`src/hw/rtl/qhsm_pkg.sv`:
```
// Shared constants and types for the 2-gram Horspool string matcher.
`timescale 1ns / 1ps

package qhsm_pkg;

    localparam int MAX_PATTERN   = 16;
    localparam int POSITION_BITS = 24;
    localparam int LEN_BITS      = 5;
    localparam int IDX_BITS      = $clog2(MAX_PATTERN);
    localparam int CFG_IDX_BITS  = 2;
    localparam int CFG_DATA_BITS = 64;

    localparam logic [CFG_IDX_BITS-1:0] REG_PATTERN_LOW  = 2'd0;
    localparam logic [CFG_IDX_BITS-1:0] REG_PATTERN_HIGH = 2'd1;
    localparam logic [CFG_IDX_BITS-1:0] REG_PATTERN_LEN  = 2'd2;

    localparam logic [LEN_BITS-1:0] LEN_RESET = 5'd1;
    localparam logic [LEN_BITS-1:0] LEN_MAX   = LEN_BITS'(MAX_PATTERN);

    typedef logic [7:0]               byte_t;
    typedef logic [POSITION_BITS-1:0] pos_t;

    localparam pos_t POS_MAX = '1;

    typedef struct packed {
        logic [MAX_PATTERN-1:0][7:0] aligned;
        logic [MAX_PATTERN-1:0]      mask;
        logic [LEN_BITS-1:0]         length;
        logic                        enabled;
    } qhsm_cfg_t;

    typedef struct packed {
        logic found;
        pos_t start;
        pos_t total;
        logic done;
    } qhsm_result_t;

endpackage

```
`src/hw/rtl/qhsm_cfg.sv`:
```
// Pattern registers and alignment of pattern bytes against the window.
`timescale 1ns / 1ps

module qhsm_cfg
    import qhsm_pkg::*;
(
    input  logic                     clk,
    input  logic                     rst_n,
    input  logic                     wr_en,
    input  logic [CFG_IDX_BITS-1:0]  wr_index,
    input  logic [CFG_DATA_BITS-1:0] wr_data,
    output qhsm_cfg_t                cfg
);

    logic [CFG_DATA_BITS-1:0] low_reg;
    logic [CFG_DATA_BITS-1:0] high_reg;
    logic [LEN_BITS-1:0]      len_reg;
    logic [MAX_PATTERN-1:0][7:0] pattern;
    logic [LEN_BITS-1:0]      len_eff;

    always_ff @(posedge clk or negedge rst_n)
    begin
        if (!rst_n)
        begin
            low_reg  <= '0;
            high_reg <= '0;
            len_reg  <= LEN_RESET;
        end
        else if (wr_en)
        begin
            unique case (wr_index)
                REG_PATTERN_LOW:  low_reg  <= wr_data;
                REG_PATTERN_HIGH: high_reg <= wr_data;
                REG_PATTERN_LEN:  len_reg  <= wr_data[LEN_BITS-1:0];
                default:          ;
            endcase
        end
    end

    assign pattern = {high_reg, low_reg};
    assign len_eff = (len_reg > LEN_MAX) ? LEN_MAX : len_reg;

    always_comb
    begin
        cfg.length  = len_eff;
        cfg.enabled = (len_eff != '0);
        for (int k = 0; k < MAX_PATTERN; k++)
        begin
            cfg.mask[k]    = (LEN_BITS'(k) < len_eff);
            cfg.aligned[k] = pattern[IDX_BITS'(len_eff - LEN_BITS'(1) - LEN_BITS'(k))];
        end
    end

endmodule

```
`src/hw/rtl/qhsm_core.sv`:
```
// Byte window, position and match count with the parallel window compare.
`timescale 1ns / 1ps

module qhsm_core
    import qhsm_pkg::*;
(
    input  logic         clk,
    input  logic         rst_n,
    input  logic         advance,
    input  byte_t        text_byte,
    input  logic         final_byte,
    input  qhsm_cfg_t    cfg,
    output qhsm_result_t result
);

    byte_t [MAX_PATTERN-1:0] window_reg;
    byte_t [MAX_PATTERN-1:0] window_next;
    pos_t                    pos_reg;
    pos_t                    pos_next;
    pos_t                    count_reg;
    pos_t                    count_next;
    logic [MAX_PATTERN-1:0]  lane_ok;
    logic                    hit;

    always_comb
    begin
        window_next[0] = text_byte;
        for (int k = 1; k < MAX_PATTERN; k++)
        begin
            window_next[k] = window_reg[k-1];
        end
        for (int k = 0; k < MAX_PATTERN; k++)
        begin
            lane_ok[k] = !cfg.mask[k] || (window_next[k] == cfg.aligned[k]);
        end
    end

    assign pos_next   = (pos_reg != POS_MAX) ? pos_reg + pos_t'(1) : pos_reg;
    assign hit        = cfg.enabled && (pos_next >= pos_t'(cfg.length)) && (&lane_ok);
    assign count_next = (hit && count_reg != POS_MAX) ? count_reg + pos_t'(1) : count_reg;

    assign result.found = hit;
    assign result.start = hit ? pos_next - pos_t'(cfg.length) : '0;
    assign result.total = count_next;
    assign result.done  = final_byte;

    always_ff @(posedge clk or negedge rst_n)
    begin
        if (!rst_n)
        begin
            window_reg <= '0;
            pos_reg    <= '0;
            count_reg  <= '0;
        end
        else if (advance)
        begin
            if (final_byte)
            begin
                window_reg <= '0;
                pos_reg    <= '0;
                count_reg  <= '0;
            end
            else
            begin
                window_reg <= window_next;
                pos_reg    <= pos_next;
                count_reg  <= count_next;
            end
        end
    end

endmodule

```
`src/hw/rtl/qgram_horspool_string_matcher_top.sv`:
```
// Top level of the streaming 2-gram Horspool string matcher.
//
//   channel   | direction | payload
//   s_axis    | in        | tdata[7:0] text byte, tlast final byte
//   m_axis    | out       | tdata[23:0] start, tdata[47:24] total, tuser found, tlast done
//   cfg       | in        | cfg_index register, cfg_data value
//
// One byte per cycle while the output is not stalled; results come from the output register.
// The input register feeds the window compare, which writes the output register.
// Reset clears window, position, count and both valid flags; pattern length resets to 1.
// A stalled output holds; the input register still takes one request behind it.
`timescale 1ns / 1ps

module qgram_horspool_string_matcher_top
    import qhsm_pkg::*;
(
    input  logic                     clk,
    input  logic                     rst_n,
    input  logic                     s_axis_tvalid,
    output logic                     s_axis_tready,
    input  logic [7:0]               s_axis_tdata,   // [7:0] text_byte
    input  logic                     s_axis_tlast,
    output logic                     m_axis_tvalid,
    input  logic                     m_axis_tready,
    output logic [47:0]              m_axis_tdata,   // [23:0] match_start, [47:24] match_total
    output logic                     m_axis_tuser,   // [0] match_found
    output logic                     m_axis_tlast,
    input  logic                     cfg_valid,
    output logic                     cfg_ready,
    input  logic [CFG_IDX_BITS-1:0]  cfg_index,
    input  logic [CFG_DATA_BITS-1:0] cfg_data
);

    logic         in_valid_reg;
    byte_t        in_byte_reg;
    logic         in_last_reg;
    logic         out_valid_reg;
    qhsm_result_t out_reg;
    qhsm_result_t result;
    qhsm_cfg_t    cfg;
    logic         advance;
    logic         take;

    assign cfg_ready     = 1'b1;
    assign advance       = in_valid_reg && (!out_valid_reg || m_axis_tready);
    assign s_axis_tready = !in_valid_reg || advance;
    assign take          = s_axis_tvalid && s_axis_tready;

    qhsm_cfg u_cfg (
        .clk      (clk),
        .rst_n    (rst_n),
        .wr_en    (cfg_valid && cfg_ready),
        .wr_index (cfg_index),
        .wr_data  (cfg_data),
        .cfg      (cfg)
    );

    qhsm_core u_core (
        .clk        (clk),
        .rst_n      (rst_n),
        .advance    (advance),
        .text_byte  (in_byte_reg),
        .final_byte (in_last_reg),
        .cfg        (cfg),
        .result     (result)
    );

    always_ff @(posedge clk or negedge rst_n)
    begin
        if (!rst_n)
        begin
            in_valid_reg  <= 1'b0;
            out_valid_reg <= 1'b0;
        end
        else
        begin
            if (take)
            begin
                in_valid_reg <= 1'b1;
            end
            else if (advance)
            begin
                in_valid_reg <= 1'b0;
            end
            if (advance)
            begin
                out_valid_reg <= 1'b1;
            end
            else if (m_axis_tready)
            begin
                out_valid_reg <= 1'b0;
            end
        end
    end

    always_ff @(posedge clk)
    begin
        if (take)
        begin
            in_byte_reg <= s_axis_tdata;
            in_last_reg <= s_axis_tlast;
        end
        if (advance)
        begin
            out_reg <= result;
        end
    end

    assign m_axis_tvalid = out_valid_reg;
    assign m_axis_tdata  = {out_reg.total, out_reg.start};
    assign m_axis_tuser  = out_reg.found;
    assign m_axis_tlast  = out_reg.done;

endmodule

```
`config.mk`:
```
export PLATFORM = sky130hd
export DESIGN_NAME = qgram_horspool_string_matcher_top
export DESIGN_NICKNAME = d
export VERILOG_FILES = /design/src/hw/rtl/qhsm_pkg.sv /design/src/hw/rtl/qhsm_cfg.sv /design/src/hw/rtl/qhsm_core.sv /design/src/hw/rtl/qgram_horspool_string_matcher_top.sv
export SDC_FILE = /design/constraint.sdc
export NUM_CORES = 1
export LEC_CHECK = 0
export ABC_AREA = 1
export BUFFER_PORTS_ARGS = -buffer_cell sky130_fd_sc_hd__buf_2
export CORE_MARGIN = 2
export CORE_UTILIZATION = 30
export DETAILED_ROUTE_END_ITERATION = 12
export PLACE_DENSITY = 0.47
export SYNTH_ARGS = -nofsm -noshare
export SYNTH_HDL_FRONTEND = slang
export SYNTH_SLANG_ARGS = --single-unit
```
`constraint.sdc`:
```
create_clock -name clk -period 6 [get_ports clk]
set_clock_uncertainty 0.2 [all_clocks]
set_input_delay 1.2 -clock clk [delete_from_list [all_inputs] [get_ports clk]]
set_output_delay 1.2 -clock clk [all_outputs]
set_load 0.1 [all_outputs]
```
# [Word level (Yosys, flattened, before mapping)]
# Cells that the tools add are included.
[classes] addsub=19 eq_ne=20 muxes=42 magnitude_cmp=34 reduce_logical=49
[ops] operator="binary-select mux 8 bit (select 4 bit)" n=16
[ops] operator="equality test 8 bit" n=16
[ops] operator="2-to-1 mux 8 bit" n=16
[ops] operator="2-to-1 mux 120 bit" n=1
[ops] operator="2-to-1 mux 24 bit" n=4
[ops] operator="less-than comparator 4 x 5 -> 1 bit, second input constant" n=16
[ops] operator="adder 24 x 1 -> 24 bit, second input constant" n=2
[ops] operator="inequality test 24 bit, second input constant" n=2
[ops] operator="less-than comparator 4 x 5 -> 1 bit, first input constant" n=8
[ops] operator="subtractor 4 bit, second input constant" n=8
[ops] operator="greater-or-equal comparator 24 x 5 -> 1 bit" n=1
[ops] operator="subtractor 24 x 5 -> 24 bit" n=1
[ops] operator="less-than comparator 3 x 5 -> 1 bit, first input constant" n=4
[ops] operator="logical NOT 1 bit" n=18
[ops] operator="logical OR 1 bit" n=18
[ops] operator="AND reduction 16 bit" n=1
[ops] operator="subtractor 4 x 3 -> 4 bit, second input constant" n=4
[ops] operator="less-than comparator 1 x 5 -> 1 bit, first input constant" n=2
[ops] operator="less-than comparator 2 x 5 -> 1 bit, first input constant" n=2
[ops] operator="subtractor 4 x 1 -> 4 bit, second input constant" n=2
[ops] operator="subtractor 4 x 2 -> 4 bit, second input constant" n=2
[ops] operator="AND reduction 2 bit" n=3
[ops] operator="greater-than comparator 5 bit, second input constant" n=1
[ops] operator="logical AND 1 bit" n=5
[ops] operator="other kinds (7)" n=11
[word_totals] output_inout_bits=53 reg_bits=362 elab_cells=192 input_bits=80

# [Logic depth before layout (Yosys ltp)]
# Gate-level depths: netlist of the first run.
[logic_depth] ltp_word=13 mapped_depth=35 ltp_nobuf=30

# [Cells and area by module]
# Synthesis of the first run repeated with hierarchy kept, for this count alone.
[unflattened] cells_unflattened=3797 area_unflattened_um2=24840.1
[by_module_without_submodules] mod="qhsm_cfg" seq_area_each_um2=3329.4 area_per_inst_um2=12329.3 cells_each=2291 instances=1
[by_module_without_submodules] mod="qhsm_core" seq_area_each_um2=4204.0 area_per_inst_um2=10632.7 cells_each=1433 instances=1
[by_module_without_submodules] mod="qgram_horspool_string_matcher_top" seq_area_each_um2=1821.7 area_per_inst_um2=1878.1 cells_each=73 instances=1

# [Least setup slack after synthesis of the first run]
# Ideal clock, no wire load.
[synth_timing] kind="reg2reg" from="register u_core.pos_reg[0]" to="register out_reg, in the netlist m_axis_tdata[23], data pin" slack_ps=1543 t_required_ps=5535 setup_time_ps=265 synth_period_minus_slack_ps=4457 n_path_buf=1 stages_incl_launch_ff=32 arrival_time_ps=3992 path_cell_list="dfrtp_1 > ha_1 > nand3_1 > inv_1 > nand2_1 > nor2_1 > nand2_1 > clkbuf_1 > inv_1 > or2_2 > o21ai_0 > inv_1 > ha_1 > nand3_1 > and2_1 > inv_1 > nand2_1 > inv_1 > nor2_1 > nor2_1 > nor2_1 > inv_1 > nor2_1 > inv_1 > nor3_1 > nand2_1 > nor2_1 > nand3_1 > nor2_1 > nand3_1 > xnor2_1 > nor2_1"
[synth_between] elab_chain_len=5 elab_cells_between_ends=7 classes_between="add/sub (2); order compare (1); eq/ne (1); mux (1); reduce/logical (2)"
[synth_lines] item="start, declared" line="qhsm_core.sv:18" text="pos_t pos_reg;"
[synth_lines] item="start signal, assigned" line="qhsm_core.sv:66" text="pos_reg <= pos_next;"
[synth_lines] item="adder 24 x 1 -> 24 bit or inequality test 24 bit (tied branches)" line="qhsm_core.sv:38" text="assign pos_next = (pos_reg != POS_MAX) ? pos_reg + pos_t'(1) : pos_reg;"
[synth_lines] item="2-to-1 mux 24 bit (*)" line="qhsm_core.sv:38"
[synth_lines] item="greater-or-equal comparator 24 x 5 -> 1 bit" line="qhsm_core.sv:39" text="assign hit = cfg.enabled && (pos_next >= pos_t'(cfg.length)) && (&lane_ok);"
[synth_lines] item="logical AND 1 bit (2 in a row)" line="qhsm_core.sv:39"
[synth_lines] item="end signal, assigned" line="qgram_horspool_string_matcher_top.sv:105" text="out_reg <= result;"
[synth_lines] item="end, declared" line="qgram_horspool_string_matcher_top.sv:38" text="qhsm_result_t out_reg;"
# Every way passes the cells marked *; elsewhere a longest branch is shown, timed or not.
# A chain may end at the register's enable or synchronous reset.

==> results.cfg, run 1 <==
[finish]
final_nets = 4089
final_core_util_pct = 34.3
layout_commonest_cell = nand2_1
antenna_cells = 0
synthToLayoutAreaGrowth_pct = 12.9
drive_gt1_share_pct = 7.49
largest_reg_flops = 120
layout_common_cells = 1445 x nand2_1, 880 x nand3_1, 426 x inv_1

[floorplan]
initial_core_util_pct = 30.3
fp.coreArea_um2 = 83700
row_count = 106
fp.dieArea_um2 = 86900
ios = 133
die_w_um = 295
die_h_um = 295

[clock_tree]
cts_made_buffers = 47
clock-sinks = 362
clkLatencyLatePin_ns = 0.61
cts_tree = built
clk_pin_slew_worst_paths_ns = 0.06
htreeDepth = 2
cts_buffer_depth = 3
cts-root-buf = clkbuf_16

[synth]
synthTopCellsByArea = dfrtp_1 30%, nand2_1 21%, nand3_1 17%, edfxtp_1 7.0%, inv_1 6.3%
yosysTopAreaCell = dfrtp_1
ys_types = 40
synth_edf_count = 59
syn-mean-instance-area_um2 = 6.42
yosysWarnings = 0
synth_top_area_share_pct = 29.8
synth_fp_nets = 4047
synth_area_um2 = 25400
ys_seq_elements = 362
yosysSeqAreaShare_pct = 36.9
synth-main-ff-cell = dfrtp_1
async_flop_share_pct = 83.7
syn_inst = 3956

[critical_path]
path_common_cell = nand3_1
r2r_slack_ns = 0.38
worstSetupStartpoint = u_cfg.len_reg[4]$_DFFE_PN0P_
cp.arrival_ns = 5.76
cp_max_fo = 22
timing.rr.end = m_axis_tdata[44]$_DFFE_PP_
r2r-start = u_cfg.len_reg[4]$_DFFE_PN0P_
reg2reg_depth = 20
critPathKind = flop to flop
cp-end-kind = flop
cp_cell_sequence = nor2_4 > clkinv_2 > ha_1 > inv_1 > nand3_1 > nand2_2 > buf_4 > buf_4 > nand3_1 > nand3_1 > nand3_1 > a21oi_1 > nand2_1 > nor2_1 > o21ai_0 > nor3_1 > nand3_1 > buf_4 > nand2_1 > nand2_1
cpMaxStageDelayCell = dfrtp_1
start_kind = flop
required_ns = 6.14
critPathMaxStageDelay_ns = 0.58

[sta]
tightest_slew_ns = 1.06
slew_violations = 0
setup_viol = 0
clock.fmax_mhz = 178
final.setup.worst_slack_ns = 0.379
hold_viol = 0
relSlewSlack_pct = 29.2
setup_tns_ns = 0
rsz0062_at_grt = false
fin_crit_ns = 5.62
min_period_over_period_pct = 93.7

[routing]
wl_per_cell_um = 21.7
drt-initial-drc-count = 3142
vias = 27082
route.detailed.drc = 0
antenna_left = 0
vias_per_cell = 5.24
finalWirelength_um = 112000
drt-pass1-iter-count = 8

[global_routing]
antenna_found_initial = 2
first_global_vias = 25038
globalRouteOverflowTotal = 0
grt_pass1_wl_um = 168000
grt_max_degree = 175
track_usage_pct = 25.8

[power]
irDropWorstVdd_v = 0.000259
finalPower_mw = 12.5
p_leak_nw = 14.7
p_per_area_nw_per_um2 = 437

[placement]
place.gp.congestion = 0.978
io_buffers = 131
dpl.hpwl_um = 83500
place_ws_ns = 0.291

[worst_hold_path]
whs_endpoint = m_axis_tlast$_DFFE_PP_
holdCritPathClass = flop to flop
holdPathStages = 0
min-delay-start = in_last_reg$_DFFE_PP_

[run_status]
status = complete, no violations

[run]
max_cap_violations = 0
-- synthesized netlist by cell type, drive strengths merged, types with 3 or more instances --
library cell and instances:
nand3b 5, a21oi 21, nor4 6, nand3 884
xor2 50, nand4 32, inv 433, xnor2 5
o21a 4, nand2 1459, dfrtp 302, a31oi 3
buf 103, o22ai 131, o21ai 179, ha 10
nor3 20, nor2 130, edfxtp 59, clkbuf 101
and2 7, o211ai 3
-- how the worst max path moves through the flow --
stage / endpoint / slack, ns
final: m_axis_tdata[44]$_DFFE_PP_ / 0.38
after global routing: u_core.count_reg[8]$_DFFE_PN0P_ / 0.18
after detailed placement: m_axis_tdata[15]$_SDFFCE_PN0P_ / 0.29
after global placement: m_axis_tdata[11]$_SDFFCE_PN0P_ / 0.36
after floorplan: m_axis_tdata[23]$_SDFFCE_PN0P_ / 1.54
after CTS: m_axis_tdata[5]$_SDFFCE_PN0P_ / 0.26
-- worst max-delay path, delay by kind of cell (launching register included) --
| kind | cells | cell delay (ns) |
|---|---|---|
| AOI/OAI and AO/OA | 2 | 0.60 |
| DFF | 1 | 0.58 |
| and+or+nand+nor | 12 | 2.48 |
| buffers and inverters | 5 | 1.16 |
| adders and majority gates | 1 | 0.32 |
-- cell type report --
cell class / count / area [um^2]
Clock buffer: 65 / 1330
Clock inverter: 19 / 169
Fill cell: 9261 / 55000
Inverter: 435 / 1650
Multi-Input combinational cell: 2955 / 13500
Sequential cell: 362 / 9360
Tap cell: 1134 / 1420
Timing Repair Buffer: 196 / 1250
Timing Repair inverter: 1 / 7.51
-- per-layer routing --
| metal | global-route usage, % | part of all wire (%) | vias to the layer above |
|---|---|---|---|
| met3 | 4.14 | 7.3 | 166 |
| met4 | 8.16 | 3.4 | 0 |
| met1 | 37.2 | 46 | 12881 |
| met5 | 0 | 0 | - |
| li1 | - | - | 12985 |
| met2 | 39.0 | 43 | 1050 |
-- report_power, final --
| group | internal, mW | switching (mW) |
|---|---|---|
| logic | 1.73 | 4.95 |
| clock network | 1.63 | 1.20 |
| registers | 2.75 | 0.278 |
| total | 6.10 | 6.43 |
-- per-stage QoR --
stage                     cell area (um^2)  std cells  hold WS [ns]
final                                28700       5167         0.281
after global routing                 28700       5167         0.303
after CTS                            28600       5164         0.282
after detailed placement             27100       5080         0.268
after global placement               27100       5080         0.255
after floorplan                      25400       3956         0.227
-- timing repair --
action,4_1_cts,5_1_grt
endpoints found under the hold margin,0,0
resized for setup,0,2
setup buffers,0,2
hold buffers,0,0
endpoints found under the setup margin,0,20
-- logic make-up after synthesis --
| kind of cell | count (synthesis) | synth area share [%] |
|---|---|---|
| AND/OR/NAND/NOR | 2547 | 43.0 |
| adder cells (fa/ha/maj) | 11 | 0.572 |
| AO/OA/AOI/OAI | 341 | 7.45 |
| XOR/XNOR | 55 | 1.90 |
| flip-flops | 362 | 36.9 |
| other | 1 | 0.0148 |
| buffers and inverters | 639 | 10.2 |
Note: power is estimated with default switching activity, not from simulation.
==> run 2: changes to the inputs <==
--- a/config.mk
+++ b/config.mk
@@ -5,7 +5,6 @@
 export SDC_FILE = /design/constraint.sdc
 export NUM_CORES = 1
 export LEC_CHECK = 0
-export ABC_AREA = 1
 export BUFFER_PORTS_ARGS = -buffer_cell sky130_fd_sc_hd__buf_2
 export CORE_MARGIN = 2
 export CORE_UTILIZATION = 30
==> run 2 against run 1 <==
Worst hold slack improved by 0.0054 ns. Critical path depth down 3. Largest power group unchanged. Die area increased by 2.4%. Setup slack got worse by 0.23 ns. Highest routed layer unchanged. Count of clock-buffer cells in the layout is 4 lower.
==> results.cfg, run 2 <==
[synth]
syn_inst = 2733
ys_seq_elements = 362
synth_common_cells = 403 x nand2_1, 302 x dfrtp_1, 253 x mux2i_1
yosysWarnings = 0
synth-main-ff-cell = dfrtp_1
synth_edf_count = 59
syn-mean-instance-area_um2 = 9.52
yosysSeqAreaShare_pct = 36.0
ys_types = 90
synth_top_area_share_pct = 29.1
synth_most_common_cell = nand2_1
synth_area_um2 = 26000
synth_fp_nets = 2824
yosysTopAreaCell = dfrtp_1
synthTopCellsByArea = dfrtp_1 29%, mux2i_1 9.7%, edfxtp_1 6.8%, mux2_2 6.8%, nand2_1 5.8%
async_flop_share_pct = 83.7

[finish]
layout_common_cells = 402 x nand2_1, 300 x dfrtp_1, 251 x mux2i_1
drive_gt1_share_pct = 21.0
antenna_cells = 0
multi_input_comb_area_um2 = 15800
seq_area_um2 = 9360
synthToLayoutAreaGrowth_pct = 15.1
final_core_util_pct = 35.0
final_nets = 2898
largest_reg_flops = 120
layout_commonest_cell = nand2_1
fillCellCount = 8661

[global_routing]
globalRouteOverflowTotal = 0
grt-busiest-layer = met2
antenna_found_initial = 0
grtUsageMet1_pct = 31.0
grt_max_degree = 256
track_usage_pct = 22.6
met2_usage_pct = 36.2
first_global_vias = 22195
grt_pass1_wl_um = 152000
grtUsageMet3_pct = 3.48

[placement]
dpl.hpwl_um = 76700
io_buffers = 131
place_ws_ns = 0.0735
place.gp.congestion = 0.968

[clock_tree]
cts-root-buf = clkbuf_16
cts_made_buffers = 44
cts_buffer_depth = 3
clk_pin_slew_worst_paths_ns = 0.08
htreeDepth = 2
clkLatencyLatePin_ns = 0.62
cts_tree = built
clock-sinks = 362

[power]
p_leak_nw = 12.1
p_int_mw = 7.28
p_comb_share_pct = 54.8
switching_share_pct = 46.4
finalPower_mw = 13.6
switching_power_mw = 6.29
clkPwrFrac_pct = 20.8
seq_power_share_pct = 24.4
irDropWorstVdd_v = 0.000233
p_per_area_nw_per_um2 = 453

[floorplan]
row_count = 107
die_w_um = 298
initial_core_util_pct = 30.4
die_h_um = 298
fp.dieArea_um2 = 89100
fp.coreArea_um2 = 85500
ios = 133

[critical_path]
cp_cell_sequence = nor2b_1 > clkinv_1 > ha_4 > buf_16 > mux4_2 > nand2_1 > o211ai_1 > o21ai_0 > xnor2_1 > nor3_2 > buf_4 > nand4_1 > a221oi_2 > nand4_1 > buf_12 > nor2_1 > mux2_2
start_kind = flop
required_ns = 6.15
reg2reg_depth = 17
crit_cells = 17
critPathBufInv = 4
critPathKind = flop to flop
critPathTopFamily = simple AND/OR/NAND/NOR gates
cpMaxStageDelayCell = o21ai_0
critPathMaxStageDelay_ns = 0.62
path_common_cell = nand4_1
cp_max_fo = 44
cp-end-kind = flop
cp.arrival_ns = 6.01

[sta]
tightest_slew_ns = 1.10
min_period_over_period_pct = 97.6
setup_viol = 0
final.setup.worst_slack_ns = 0.146
fin_crit_ns = 5.85
relSlewSlack_pct = 26.1
hold_viol = 0
clock.fmax_mhz = 171
slew_violations = 0

[run_status]
status = complete, no violations

[routing]
vias_per_cell = 5.74
antenna_left = 0
wl_per_cell_um = 26.0
finalWirelength_um = 104000
drt-initial-drc-count = 2443
route.detailed.drc = 0
vias = 22883
drt-pass1-iter-count = 7

[run]
max_cap_violations = 0

[worst_hold_path]
holdCritPathClass = flop to flop
holdPathStages = 2
run 2: cell types whose count changed in the layout (fill, tap and decap cells not counted), moves of 64 or more:
cell / change
o22ai_1: -102
nand2_1: -1043
mux4_2: +64
inv_1: -387
mux2_2: +157
xnor2_1: +107
nand3_1: -823
mux2i_1: +251
run 2: worst paths after layout:
path                                                    startpoint  slack [ns]                                  to
worst max-delay path                  u_cfg.len_reg[4]$_DFFE_PN0P_        0.15          m_axis_tdata[25]$_DFFE_PP_
worst min-delay path            u_core.window_next[29]$_DFFE_PN0P_        0.29  u_core.window_next[29]$_DFFE_PN0P_
worst max register to register        u_cfg.len_reg[4]$_DFFE_PN0P_        0.15          m_axis_tdata[25]$_DFFE_PP_
worst min register to register  u_core.window_next[29]$_DFFE_PN0P_        0.29  u_core.window_next[29]$_DFFE_PN0P_
max in group asynchronous                                    rst_n        3.91            in_valid_reg$_DFFE_PN0P_
min in group asynchronous                                    rst_n        0.42  u_core.window_next[94]$_DFFE_PN0P_
run 2: repair_timing:
| item | CTS | global route |
|---|---|---|
| buffers inserted | 0 | 2 |
| endpoints found under the setup margin | 0 | 70 |
| resized for setup | 0 | 26 |
| hold buffers | 0 | 0 |
run 2: cell families after synthesis:
kind of cell               after synthesis  share of synthesized area (%)
and+or+nand+nor                        852                           16.0
AOI/OAI and AO/OA                      591                           15.0
muxes                                  474                           22.1
DFF                                    362                           36.0
buffers and inverters                  262                           4.21
xor gates and xnor gates               180                           6.16
adders and majority gates               11                          0.558
other                                    1                         0.0144
run 2: through the flow:
step | instances | instance area (um^2) | setup TNS [ns] | hold slack, ns
finish | 3986 | 29900 | 0 | 0.286
global route | 3986 | 29900 | -0.00582 | 0.337
CTS | 3983 | 29700 | 0 | 0.285
detailed placement | 3902 | 28200 | 0 | 0.271
global placement | 3902 | 28200 | 0 | 0.261
floorplan | 2733 | 26000 | 0 | 0.224
run 2: per-layer routing:
layer | routed length [um] | share of wire [%]
met1 | 45700 | 44
met5 | 0 | 0
met2 | 47400 | 46
met3 | 6690 | 6.5
met4 | 3700 | 3.6
run 2: layout make-up:
type	instances	area share [%]
Clock buffer	61	4.34
Clock inverter	20	0.740
Inverter	45	0.594
Multi-Input combinational cell	2109	52.6
Sequential cell	362	31.3
Tap cell	1144	4.78
Timing Repair Buffer	245	5.62
run 2: power groups by stage:
stage	combinational, mW	clock (mW)	sequential [mW]
after floorplan	4.56	0	3.40
after global placement	7.14	0	3.34
after detailed placement	7.19	0	3.35
after CTS	7.21	2.90	3.30
after global routing	7.82	2.99	3.35
final	7.43	2.82	3.32
run 2: worst register-to-register path: stages (launching register included):
cell	delay, ns
dfrtp_2	0.51
nor2b_1	0.20
clkinv_1	0.22
ha_4	0.39
buf_16	0.25
mux4_2	0.55
nand2_1	0.08
o211ai_1	0.21
o21ai_0	0.62
xnor2_1	0.16
nor3_2	0.37
buf_4	0.18
nand4_1	0.21
a221oi_2	0.33
nand4_1	0.27
buf_12	0.26
nor2_1	0.21
mux2_2	0.35
